`config.mk`:
```
export PLATFORM = sky130hd
export DESIGN_NAME = dhcp_reply_classifier
export DESIGN_NICKNAME = d
export VERILOG_FILES = /design/src/hw/rtl/dhcp_rc_pkg.sv /design/src/hw/rtl/dhcp_reply_classifier.sv
export SDC_FILE = /design/constraint.sdc
export NUM_CORES = 1
export LEC_CHECK = 0
export ABC_AREA = 1
export BUFFER_PORTS_ARGS = -buffer_cell sky130_fd_sc_hd__buf_2
export CAP_MARGIN = 10
export CELL_PAD_IN_SITES_DETAIL_PLACEMENT = 1
export CELL_PAD_IN_SITES_GLOBAL_PLACEMENT = 1
export CORE_ASPECT_RATIO = 1.25
export CORE_MARGIN = 2
export CORE_UTILIZATION = 40
export CTS_CLUSTER_SIZE = 30
export DETAILED_ROUTE_END_ITERATION = 6
export PLACE_DENSITY_LB_ADDON = 0.08
export SYNTH_ARGS = -nofsm -noshare
export SYNTH_HDL_FRONTEND = slang
export SYNTH_SLANG_ARGS = --single-unit
```
`constraint.sdc`:
```
create_clock -name clk_i -period 3.94 [get_ports clk_i]
set_input_delay 0.394 -clock clk_i [delete_from_list [all_inputs] [get_ports clk_i]]
set_output_delay 0.394 -clock clk_i [all_outputs]
set_load 0.005 [all_outputs]
```
`src/hw/rtl/dhcp_rc_pkg.sv`:
```
// ----------------------------------------------------------------------------
// dhcp_rc_pkg
// Constants and the result layout shared by the DHCP reply classifier files.
// ----------------------------------------------------------------------------
`default_nettype none

package dhcp_rc_pkg;

  localparam int unsigned CFG_IDX_W = 1;
  localparam logic [CFG_IDX_W-1:0] CFG_CLIENT_MAC = 1'd0;
  localparam logic [CFG_IDX_W-1:0] CFG_XID        = 1'd1;

  localparam logic [1:0] PH_CODE = 2'd0;
  localparam logic [1:0] PH_LEN  = 2'd1;
  localparam logic [1:0] PH_SKIP = 2'd2;
  localparam logic [1:0] PH_TYPE = 2'd3;

  localparam logic [7:0] IP_PROTO_UDP   = 8'd17;
  localparam logic [15:0] MIN_TOTAL_LEN = 16'd248;
  localparam logic [15:0] DHCP_CLIENT_PORT = 16'd68;
  localparam logic [15:0] MIN_UDP_LEN   = 16'd240;
  localparam logic [7:0] BOOTP_REPLY    = 8'd2;
  localparam logic [8:0] OPTIONS_OFFSET = 9'd248;
  localparam logic [3:0] MIN_IHL        = 4'd5;

  localparam logic [7:0] OPT_PAD      = 8'd0;
  localparam logic [7:0] OPT_MSG_TYPE = 8'd53;
  localparam logic [7:0] OPT_END      = 8'd255;

  localparam logic [7:0] MAGIC_COOKIE [4] = '{8'h63, 8'h82, 8'h53, 8'h63};

  typedef struct packed {
    logic [4:0] rsvd;
    logic       truncated;
    logic [7:0] message_type;
    logic       type_found;
    logic       for_me;
  } result_t;

endpackage

`default_nettype wire

```
`src/hw/rtl/dhcp_reply_classifier.sv`:
```
// ----------------------------------------------------------------------------
// dhcp_reply_classifier
// Byte-wide DHCP reply filter with message type extraction.
// ----------------------------------------------------------------------------
// Usage:
//   s_axis carries an IPv4 packet one byte per request, starting at the IP
//   header, with tlast on its final byte. m_axis gives one verdict per
//   packet, only for the tlast byte. The cfg channel writes client_mac
//   (index 0) and transaction_id (index 1); it is always ready and must be
//   used only while no packet is in flight.
//   Verdict path: the tlast byte is held in the input register, then the
//   verdict is registered in the result register.
//   Throughput: one byte per cycle but for the stall below; the per-byte
//   compare and counter update sit between the input and result registers.
//   Stall: a held verdict stops only a following tlast byte in the input
//   register; ordinary bytes keep flowing. Bytes past MAX_PACKET_BYTES are
//   ignored, but their tlast still produces a verdict.
//   Reset: clears valid flags, cfg and all per-packet state; no clearing pass.
// ----------------------------------------------------------------------------
`default_nettype none

module dhcp_reply_classifier #(
  parameter int unsigned MAX_PACKET_BYTES = 2048
) (
  input  wire logic                               clk_i,
  input  wire logic                               rst_ni,
  input  wire logic                               s_axis_tvalid,
  output logic                                    s_axis_tready,
  input  wire logic [7:0]                         s_axis_tdata,  // data_byte
  input  wire logic                               s_axis_tlast,  // last_byte
  output logic                                    m_axis_tvalid,
  input  wire logic                               m_axis_tready,
  // for_me, type_found, message_type[7:0], truncated, zero pad[4:0]
  output logic [15:0]                             m_axis_tdata,
  input  wire logic                               cfg_valid_i,
  output logic                                    cfg_ready_o,
  input  wire logic [dhcp_rc_pkg::CFG_IDX_W-1:0]  cfg_index_i,
  input  wire logic [47:0]                        cfg_data_i
);
  import dhcp_rc_pkg::*;

  localparam int unsigned OFF_W = $clog2(MAX_PACKET_BYTES + 1);
  localparam logic [OFF_W-1:0] MAX_OFF = OFF_W'(MAX_PACKET_BYTES);

  logic [47:0] mac_q;
  logic [31:0] xid_q;

  logic       in_valid_q;
  logic [7:0] in_byte_q;
  logic       in_last_q;

  logic       out_valid_q;
  result_t    out_q;

  logic [OFF_W-1:0] off_q, off_d;
  logic [3:0]       hw_q, hw_d;
  logic [7:0]       ls_q, ls_d;
  logic             ok_q, ok_d;
  logic [1:0]       ph_q, ph_d;
  logic [7:0]       skip_q, skip_d;
  logic             done_q, done_d;
  logic             fnd_q, fnd_d;
  logic [7:0]       typ_q, typ_d;

  logic             out_free;
  logic             adv;
  logic [OFF_W-1:0] hw4;
  logic [OFF_W-1:0] r;
  logic [15:0]      pair;
  logic [8:0]       opt_start;
  logic             reached;
  result_t          res;

  assign cfg_ready_o   = 1'b1;
  assign out_free      = !out_valid_q || m_axis_tready;
  assign adv           = in_valid_q && (!in_last_q || out_free);
  assign s_axis_tready = !in_valid_q || adv;
  assign m_axis_tvalid = out_valid_q;
  assign m_axis_tdata  = out_q;

  assign hw4  = OFF_W'({hw_q, 2'b00});
  assign r    = off_q - hw4;
  assign pair = {ls_q, in_byte_q};

  always_comb begin
    off_d  = off_q;
    hw_d   = hw_q;
    ls_d   = ls_q;
    ok_d   = ok_q;
    ph_d   = ph_q;
    skip_d = skip_q;
    done_d = done_q;
    fnd_d  = fnd_q;
    typ_d  = typ_q;
    if (off_q < MAX_OFF) begin
      off_d = off_q + OFF_W'(1);
      if (off_q == '0) begin
        hw_d = in_byte_q[3:0];
        if (in_byte_q[3:0] < MIN_IHL) begin
          ok_d = 1'b0;
        end
      end else begin
        if (off_q == OFF_W'(2)) begin
          ls_d = in_byte_q;
        end else if (off_q == OFF_W'(3)) begin
          if (pair < MIN_TOTAL_LEN) ok_d = 1'b0;
        end else if (off_q == OFF_W'(9)) begin
          if (in_byte_q != IP_PROTO_UDP) ok_d = 1'b0;
        end
        if (hw_q >= MIN_IHL && off_q >= hw4) begin
          if (r == OFF_W'(2) || r == OFF_W'(4)) begin
            ls_d = in_byte_q;
          end else if (r == OFF_W'(3)) begin
            if (pair != DHCP_CLIENT_PORT) ok_d = 1'b0;
          end else if (r == OFF_W'(5)) begin
            if (pair < MIN_UDP_LEN) ok_d = 1'b0;
          end else if (r == OFF_W'(8)) begin
            if (in_byte_q != BOOTP_REPLY) ok_d = 1'b0;
          end else if (r >= OFF_W'(12) && r <= OFF_W'(15)) begin
            case (r[1:0])
              2'd0:    if (xid_q[31:24] != in_byte_q) ok_d = 1'b0;
              2'd1:    if (xid_q[23:16] != in_byte_q) ok_d = 1'b0;
              2'd2:    if (xid_q[15:8]  != in_byte_q) ok_d = 1'b0;
              default: if (xid_q[7:0]   != in_byte_q) ok_d = 1'b0;
            endcase
          end else if (r >= OFF_W'(36) && r <= OFF_W'(41)) begin
            case (3'(r - OFF_W'(36)))
              3'd0:    if (mac_q[47:40] != in_byte_q) ok_d = 1'b0;
              3'd1:    if (mac_q[39:32] != in_byte_q) ok_d = 1'b0;
              3'd2:    if (mac_q[31:24] != in_byte_q) ok_d = 1'b0;
              3'd3:    if (mac_q[23:16] != in_byte_q) ok_d = 1'b0;
              3'd4:    if (mac_q[15:8]  != in_byte_q) ok_d = 1'b0;
              default: if (mac_q[7:0]   != in_byte_q) ok_d = 1'b0;
            endcase
          end else if (r >= OFF_W'(244) && r <= OFF_W'(247)) begin
            if (MAGIC_COOKIE[r[1:0]] != in_byte_q) ok_d = 1'b0;
          end else if (r >= OFF_W'(248) && !done_q) begin
            case (ph_q)
              PH_CODE: begin
                if (in_byte_q == OPT_END) begin
                  done_d = 1'b1;
                end else if (in_byte_q == OPT_MSG_TYPE) begin
                  ph_d   = PH_TYPE;
                  skip_d = '0;
                end else if (in_byte_q != OPT_PAD) begin
                  ph_d = PH_LEN;
                end
              end
              PH_LEN: begin
                skip_d = in_byte_q;
                ph_d   = (in_byte_q != 8'd0) ? PH_SKIP : PH_CODE;
              end
              PH_SKIP: begin
                skip_d = skip_q - 8'd1;
                if (skip_q == 8'd1) ph_d = PH_CODE;
              end
              default: begin
                if (skip_q == 8'd0) begin
                  skip_d = 8'd1;
                end else begin
                  fnd_d  = 1'b1;
                  typ_d  = in_byte_q;
                  done_d = 1'b1;
                end
              end
            endcase
          end
        end
      end
    end
  end

  assign opt_start = {3'b000, hw_d, 2'b00} + OPTIONS_OFFSET;
  assign reached   = off_d >= OFF_W'(opt_start);

  always_comb begin
    res              = '0;
    res.for_me       = ok_d && reached;
    res.type_found   = ok_d && reached && fnd_d;
    res.message_type = (ok_d && reached && fnd_d) ? typ_d : 8'd0;
    res.truncated    = !reached;
  end

  always_ff @(posedge clk_i or negedge rst_ni) begin
    if (!rst_ni) begin
      mac_q <= '0;
      xid_q <= '0;
    end else if (cfg_valid_i) begin
      case (cfg_index_i)
        CFG_CLIENT_MAC: mac_q <= cfg_data_i;
        CFG_XID:        xid_q <= cfg_data_i[31:0];
        default:        ;
      endcase
    end
  end

  always_ff @(posedge clk_i or negedge rst_ni) begin
    if (!rst_ni) begin
      in_valid_q <= 1'b0;
    end else if (s_axis_tready) begin
      in_valid_q <= s_axis_tvalid;
    end
  end

  always_ff @(posedge clk_i) begin
    if (s_axis_tready && s_axis_tvalid) begin
      in_byte_q <= s_axis_tdata;
      in_last_q <= s_axis_tlast;
    end
  end

  always_ff @(posedge clk_i or negedge rst_ni) begin
    if (!rst_ni) begin
      off_q  <= '0;
      hw_q   <= '0;
      ls_q   <= '0;
      ok_q   <= 1'b1;
      ph_q   <= PH_CODE;
      skip_q <= '0;
      done_q <= 1'b0;
      fnd_q  <= 1'b0;
      typ_q  <= '0;
    end else if (adv) begin
      if (in_last_q) begin
        off_q  <= '0;
        hw_q   <= '0;
        ls_q   <= '0;
        ok_q   <= 1'b1;
        ph_q   <= PH_CODE;
        skip_q <= '0;
        done_q <= 1'b0;
        fnd_q  <= 1'b0;
        typ_q  <= '0;
      end else begin
        off_q  <= off_d;
        hw_q   <= hw_d;
        ls_q   <= ls_d;
        ok_q   <= ok_d;
        ph_q   <= ph_d;
        skip_q <= skip_d;
        done_q <= done_d;
        fnd_q  <= fnd_d;
        typ_q  <= typ_d;
      end
    end
  end

  always_ff @(posedge clk_i or negedge rst_ni) begin
    if (!rst_ni) begin
      out_valid_q <= 1'b0;
    end else if (out_free) begin
      out_valid_q <= adv && in_last_q;
    end
  end

  always_ff @(posedge clk_i) begin
    if (out_free && adv && in_last_q) begin
      out_q <= res;
    end
  end

endmodule

`default_nettype wire

```
==> results.md, run 1 <==
* Outcome: completed
* Post-layout nets at 1383
* Resized cells post-CTS at 0
* I/O Pins at 82
* Hold Buf Count CTS at 0
* Synth area leaders: dfrtp_1, nand2_1, edfxtp_1
* Max-cap violations at 0
* # port buffers at 75
* Worst-margin pin slew at 1080 ps
* Final ANT Viol Nets at 0
* Final slew viol count at 0
* Tot GR Track Use at 25.3%
* Crit path required time at 4130 ps
* Routed vias/inst at 5.08
* Total Wirelength at 27800 um
* Dpl ws at 446 ps
* Combinational share of power at 35.3%
* Initial drt markers at 360
* Flop pwr share at 35.0%
* Drt drc at 0
* CTS H-Tree Depth at 4
* Dominant cell type by area after synthesis: dfrtp_1
* Mapped Area at 8960 um2
* YS warnings at 0
* Sw Ratio at 39.1%
* Top-area cell type share of the netlist area at 35.2%
* Predominant post-synthesis flop cell: dfrtp_1
* Detailed-route via count at 8087
* Clock Power Share at 29.7%
* Pint at 3.32 mW
* Fillers at 2829
* Worst Slack Setup Final at 405 ps
* Arrival time worst endpoint at 3730 ps
* Die ar. at 23600 um2
* Antenna cells at 0
* RSZ-0062 raised after global routing: false
* Startpoint Class: flop
* Std-Cell Rows at 61
* Pleak at 5.20 nW
* Reg clk slew, reported paths at 70 ps
* Layout cells sized above 1 at 13.7%
* Switching pwr at 2.13 mW
* WL per Instance at 17.5 um
* GPL Wtd Cong at 0.879
* Period minus WS final at 3530 ps
* Commonest non-fill, non-tap cell in the layout: nand2_1
* FMAX at 283 MHz
* Area delta synth->final at 13.9%
* Asr flop ratio synth at 86.4%
* Postcts setup bufs at 0
* Cell variety after synth at 52
* Final Non-Filler Cells at 1591
* Syn Inst Count at 1223
* Final setup violation count at 0
* Core area at 22100 um2
* Clock root cell: clkbuf_16
* Largest net degree at the start of global routing at 89
* CTS tree: done
* Deepest clock path buffer count at 2
* Die Width at 138 um
* Hold Fails Final Rpt at 0
* PD cells at 534 nW/um2
* Crit-path max FO at 9
* Seq/Total Area, Yosys at 42.2%
* Commonest non-fill, non-tap cells in the layout: nand2_1, inv_1, nor2_1, dfrtp_1, o21ai_0
* Post-synth EDFFs at 20
* Placed instance count at 1559
* Die Height at 171 um
* Worst skew pair latency at 440 ps
* Yosys reg bits at 147
* Slew headroom at 27.6%
* Initial Utilization at 40.5%
* Path type of the worst min-delay path: input port to async pin
* Pre-Repair DR Iteration Count at 5
* Avg Inst Size Synth at 7.32 um2
* Fin util at 46.1%
* Setup crit end kind: flop
* Kind of critical path: flop to flop
* Total CTS buffers at 17
* Antenna violations before repair at 0
* Setup TNS at 0 ps
* Final setup skew at 10.4 ps
* HPWL Detailed at 20700 um
* CTS sink cnt at 147
* Global-route wire length before repair at 45400 um
* Overall Power at 5.45 mW
* Total gr overflow at 0
* Final period util at 89.7%
* Worst VDD drop at 0.000311 V
* Vias in the first global route at 8440
-- flip-flops by register name, indices dropped and copies added, names as in the netlist, 2 cells and up --
signal	cells
skip_q	8
off_q	12
in_byte_q	8
ph_q	2
ls_q	8
hw_q	4
xid_q	32
typ_q	8
mac_q	48
m_axis_tdata	11
-- worst paths after layout --
| check | startpoint | end | slack (ps) | cells past startpoint |
|---|---|---|---|---|
| worst max register to register | off_q[0] | m_axis_tdata[2] | 410 | 18 |
| worst min register to register | mac_q[12] | mac_q[12] | 490 | 2 |
| min in group clk_i | s_axis_tdata[6] | in_byte_q[6] | 130 | 1 |
| worst max-delay path | off_q[0] | m_axis_tdata[2] | 410 | 18 |
| worst min-delay path | rst_ni | off_q[9] | 7 | 1 |
| max in group asynchronous | rst_ni | mac_q[14] | 3010 | 2 |
-- routing by layer --
| layer | GRT usage, % | share of wire [%] | vias up |
|---|---|---|---|
| li1 | - | - | 4051 |
| met1 | 31.6 | 44 | 3886 |
| met2 | 43.8 | 51 | 115 |
| met3 | 4.24 | 2.7 | 35 |
| met4 | 8.56 | 2.3 | 0 |
| met5 | 0 | 0 | - |
-- kinds of logic (layout without fill, tap and decap cells) --
logic type / after synthesis / after routing / synth area share (%)
AND/OR/NAND/NOR: 609 / 609 / 29.1
flip-flops: 147 / 147 / 42.2
XOR/XNOR: 33 / 33 / 3.23
AO/OA/AOI/OAI: 183 / 183 / 11.0
multiplexers: 8 / 8 / 1.01
buffers and inverters: 216 / 297 / 9.76
adder cells (fa/ha/maj): 25 / 25 / 3.58
other: 2 / 6 / 0.0838
-- power by group through the flow --
stage / registers (mW) / clock network [mW] / logic [mW]
floorplan: 1.88 / 0 / 1.39
global placement: 1.93 / 0 / 1.88
detailed placement: 1.93 / 0 / 1.91
CTS: 1.91 / 1.65 / 1.94
global route: 1.94 / 1.71 / 2.21
finish: 1.91 / 1.62 / 1.92
-- cell type report --
cell class	count	area, um2	area share [%]
well taps	283	354	3.47
flip-flops and latches	147	3780	37.0
clock buffers	18	429	4.20
repair buffers	99	562	5.50
inverters	166	623	6.11
multi-input cells	864	4320	42.4
clock inverters	14	135	1.32
-- cell usage after synthesis, types with 6 or more instances --
| cell type | instances |
|---|---|
| a21oi_1 | 35 |
| buf_2 | 15 |
| buf_4 | 6 |
| clkbuf_1 | 24 |
| dfrtp_1 | 126 |
| edfxtp_1 | 20 |
| ha_1 | 24 |
| inv_1 | 158 |
| inv_2 | 7 |
| mux2_2 | 8 |
| nand2_1 | 329 |
| nand2_2 | 7 |
| nand3_1 | 72 |
| nand4_1 | 26 |
| nor2_1 | 131 |
| nor2_2 | 8 |
| nor3_1 | 11 |
| o21ai_0 | 111 |
| o21ai_1 | 6 |
| o22ai_1 | 14 |
| or2_2 | 7 |
| xnor2_1 | 16 |
| xor2_1 | 17 |
-- critical path, stage by stage, from the launching register on --
cell,delay (ps)
dfrtp_1,430
inv_1,180
ha_1,270
inv_1,90
nor2_1,170
nand3_1,220
inv_1,150
nor2_1,50
a21oi_1,170
inv_1,110
ha_1,200
ha_1,280
ha_1,310
a21oi_1,130
o221ai_1,120
nand2_1,70
nand2_1,110
nand3_4,160
nor2_1,60
-- through the flow --
| step | cell area [um2] | hold slack [ps] |
|---|---|---|
| after floorplan | 8970 | 98.4 |
| after global placement | 9640 | 461 |
| after detailed placement | 9640 | 477 |
| after CTS | 10200 | 95.4 |
| after global routing | 10200 | 95.7 |
| final | 10200 | 6.99 |
Note: power is estimated with default switching activity, not from simulation.
==> run 2: changes to the inputs <==
--- a/config.mk
+++ b/config.mk
@@ -12,7 +12,7 @@
 export CELL_PAD_IN_SITES_GLOBAL_PLACEMENT = 1
 export CORE_ASPECT_RATIO = 1.25
 export CORE_MARGIN = 2
-export CORE_UTILIZATION = 40
+export CORE_UTILIZATION = 35
 export CTS_CLUSTER_SIZE = 30
 export DETAILED_ROUTE_END_ITERATION = 6
 export PLACE_DENSITY_LB_ADDON = 0.08
==> results.md, run 2 (synthesized netlist as in run 1, its figures left out) <==
* Outcome: completed
* Startpoint Class: flop
* DR top layer: met4
* Hold Buf Count CTS at 0
* Clock Power Share at 28.9%
* Postcts setup bufs at 0
* Arrival time worst endpoint at 3730 ps
* I/O Pins at 82
* Pleak at 5.18 nW
* Fillers at 3230
* Layout cells sized above 1 at 13.8%
* Tot GR Track Use at 22.2%
* Area delta synth->final at 14.6%
* Sw Ratio at 39.7%
* Wire length on met3 at 724 um
* Final non-filler cell area at 10300 um2
* Die ar. at 26900 um2
* Reg clk slew, reported paths at 60 ps
* HPWL Detailed at 21200 um
* Worst skew pair latency at 440 ps
* CTS tree: done
* Slowest cell delay on critical path at 430 ps
* Pint at 3.25 mW
* Initial Utilization at 35.5%
* Core area at 25200 um2
* Combinational share of power at 35.8%
* Flop pwr share at 35.2%
* Total Wirelength at 28500 um
* FMAX at 282 MHz
* CTS H-Tree Depth at 4
* Critical Path, Cell by Cell: inv_1 -> ha_1 -> inv_1 -> nor2_1 -> nand3_2 -> inv_1 -> nor2_1 -> a21oi_1 -> inv_1 -> ha_1 -> ha_1 -> ha_1 -> a21oi_1 -> o221ai_1 -> nand2_1 -> nand2_1 -> nand3_4 -> nor2_1
* GPL Wtd Cong at 0.822
* WL met1 at 12600 um
* Final period util at 89.9%
* Kind of critical path: flop to flop
* Die Width at 147 um
* CTS sink cnt at 147
* Commonest non-fill, non-tap cell in the layout: nand2_1
* Antenna violations before repair at 0
* WL per Instance at 17.3 um
* Total gr overflow at 0
* Max-cap violations at 0
* CP max-delay cell: dfrtp_1
* Top flop regs: mac_q x48, xid_q x32, off_q x12
* Final setup violation count at 0
* PD cells at 526 nW/um2
* Setup crit end kind: flop
* Vias in the first global route at 8582
* Worst-margin pin slew at 1100 ps
* Max FFs per register at 48
* Final ANT Viol Nets at 0
* Clock root cell: clkbuf_16
* Global-route wire length before repair at 46300 um
* Crit-path max FO at 9
* Antenna cells at 0
* Worst Path Buf+Inv at 4
* Final slew viol count at 0
* Largest delay contributor family on the critical path: adder cells
* WL met2 at 14700 um
* Largest net degree at the start of global routing at 90
* Routed vias/inst at 4.94
* Pre-Repair DR Iteration Count at 4
* Die Height at 183 um
* Switching pwr at 2.14 mW
* Initial drt markers at 381
* Final setup skew at 7.79 ps
* Path type of the worst min-delay path: input port to async pin
* Drt drc at 0
* RSZ-0062 raised after global routing: false
* Commonest non-fill, non-tap cells in the layout: nand2_1, inv_1, nor2_1, dfrtp_1, o21ai_0
* Hold Fails Final Rpt at 0
* Std-Cell Rows at 65
* Total CTS buffers at 17
* Worst VDD drop at 0.000290 V
* Placed Area at 9710 um2
* Largest reg by FF count: mac_q
* Detailed-route via count at 8115
* Crit path required time at 4130 ps
* Deepest clock path buffer count at 2
* Setup TNS at 0 ps
* Slew headroom at 26.7%
* Post-layout nets at 1384
* # port buffers at 75
* Period minus WS final at 3540 ps
-- run 2: stage by stage --
step / total power [mW] / hold slack (ps) / cells / setup slack (ps) / util (%)
global placement: 3.83 / 461 / 1612 / 556 / 38.5
CTS: 5.46 / 81.6 / 1644 / 354 / 40.7
detailed placement: 3.86 / 471 / 1612 / 381 / 38.5
finish: 5.40 / 2.87 / 1644 / 397 / 40.7
global route: 5.82 / 89.3 / 1644 / 45.8 / 40.7
floorplan: 3.27 / 98.4 / 1227 / 866 / -
-- run 2: path summary, 6_finish.rpt --
kind / startpoint / cells after the start / endpoint / slack [ps]
min in group clk_i: s_axis_tdata[7] / 1 / in_byte_q[7] / 130
worst min register to register: xid_q[13] / 2 / xid_q[13] / 480
worst max register to register: off_q[0] / 18 / m_axis_tdata[7] / 400
max in group asynchronous: rst_ni / 2 / ls_q[2] / 3000
worst min-delay path: rst_ni / 1 / off_q[7] / 3
worst max-delay path: off_q[0] / 18 / m_axis_tdata[7] / 400
-- run 2: worst reg2reg max path, cell delays in order, from the launching register on --
cell and delay (ps):
dfrtp_1 430, inv_1 180, ha_1 270, inv_1 100, nor2_1 220, nand3_2 180
inv_1 130, nor2_1 50, a21oi_1 180, inv_1 100, ha_1 190, ha_1 280
ha_1 320, a21oi_1 150, o221ai_1 130, nand2_1 70, nand2_1 110, nand3_4 160
nor2_1 60
-- run 2: area by class of cell --
type                    count  area [um2]  area share (%)
clock buffers              19         433            4.22
flip-flops and latches    147        3780            36.8
inverters                 166         623            6.07
multi-input cells         864        4330            42.2
clock inverters            13         110            1.07
well taps                 335         419            4.08
repair buffers            100         569            5.55
-- run 2: power by group through the flow --
stage	clock (mW)	sequential (mW)	combinational, mW
3_5_place_dp	0	1.93	1.93
6_report	1.56	1.90	1.94
2_1_floorplan	0	1.88	1.39
3_3_place_gp	0	1.93	1.91
5_1_grt	1.66	1.93	2.22
4_1_cts	1.60	1.90	1.95
-- run 2: routing by layer --
metal | track usage, % | vias to the layer above
li1 | - | 4039
met1 | 27.2 | 3930
met2 | 40.6 | 117
met3 | 3.28 | 29
met4 | 5.92 | 0
met5 | 0 | -
-- run 2: repair_timing --
item                                    CTS  global route
endpoints found under the setup margin    0             9
resized for setup                         0             1
endpoints found under the hold margin     0             0
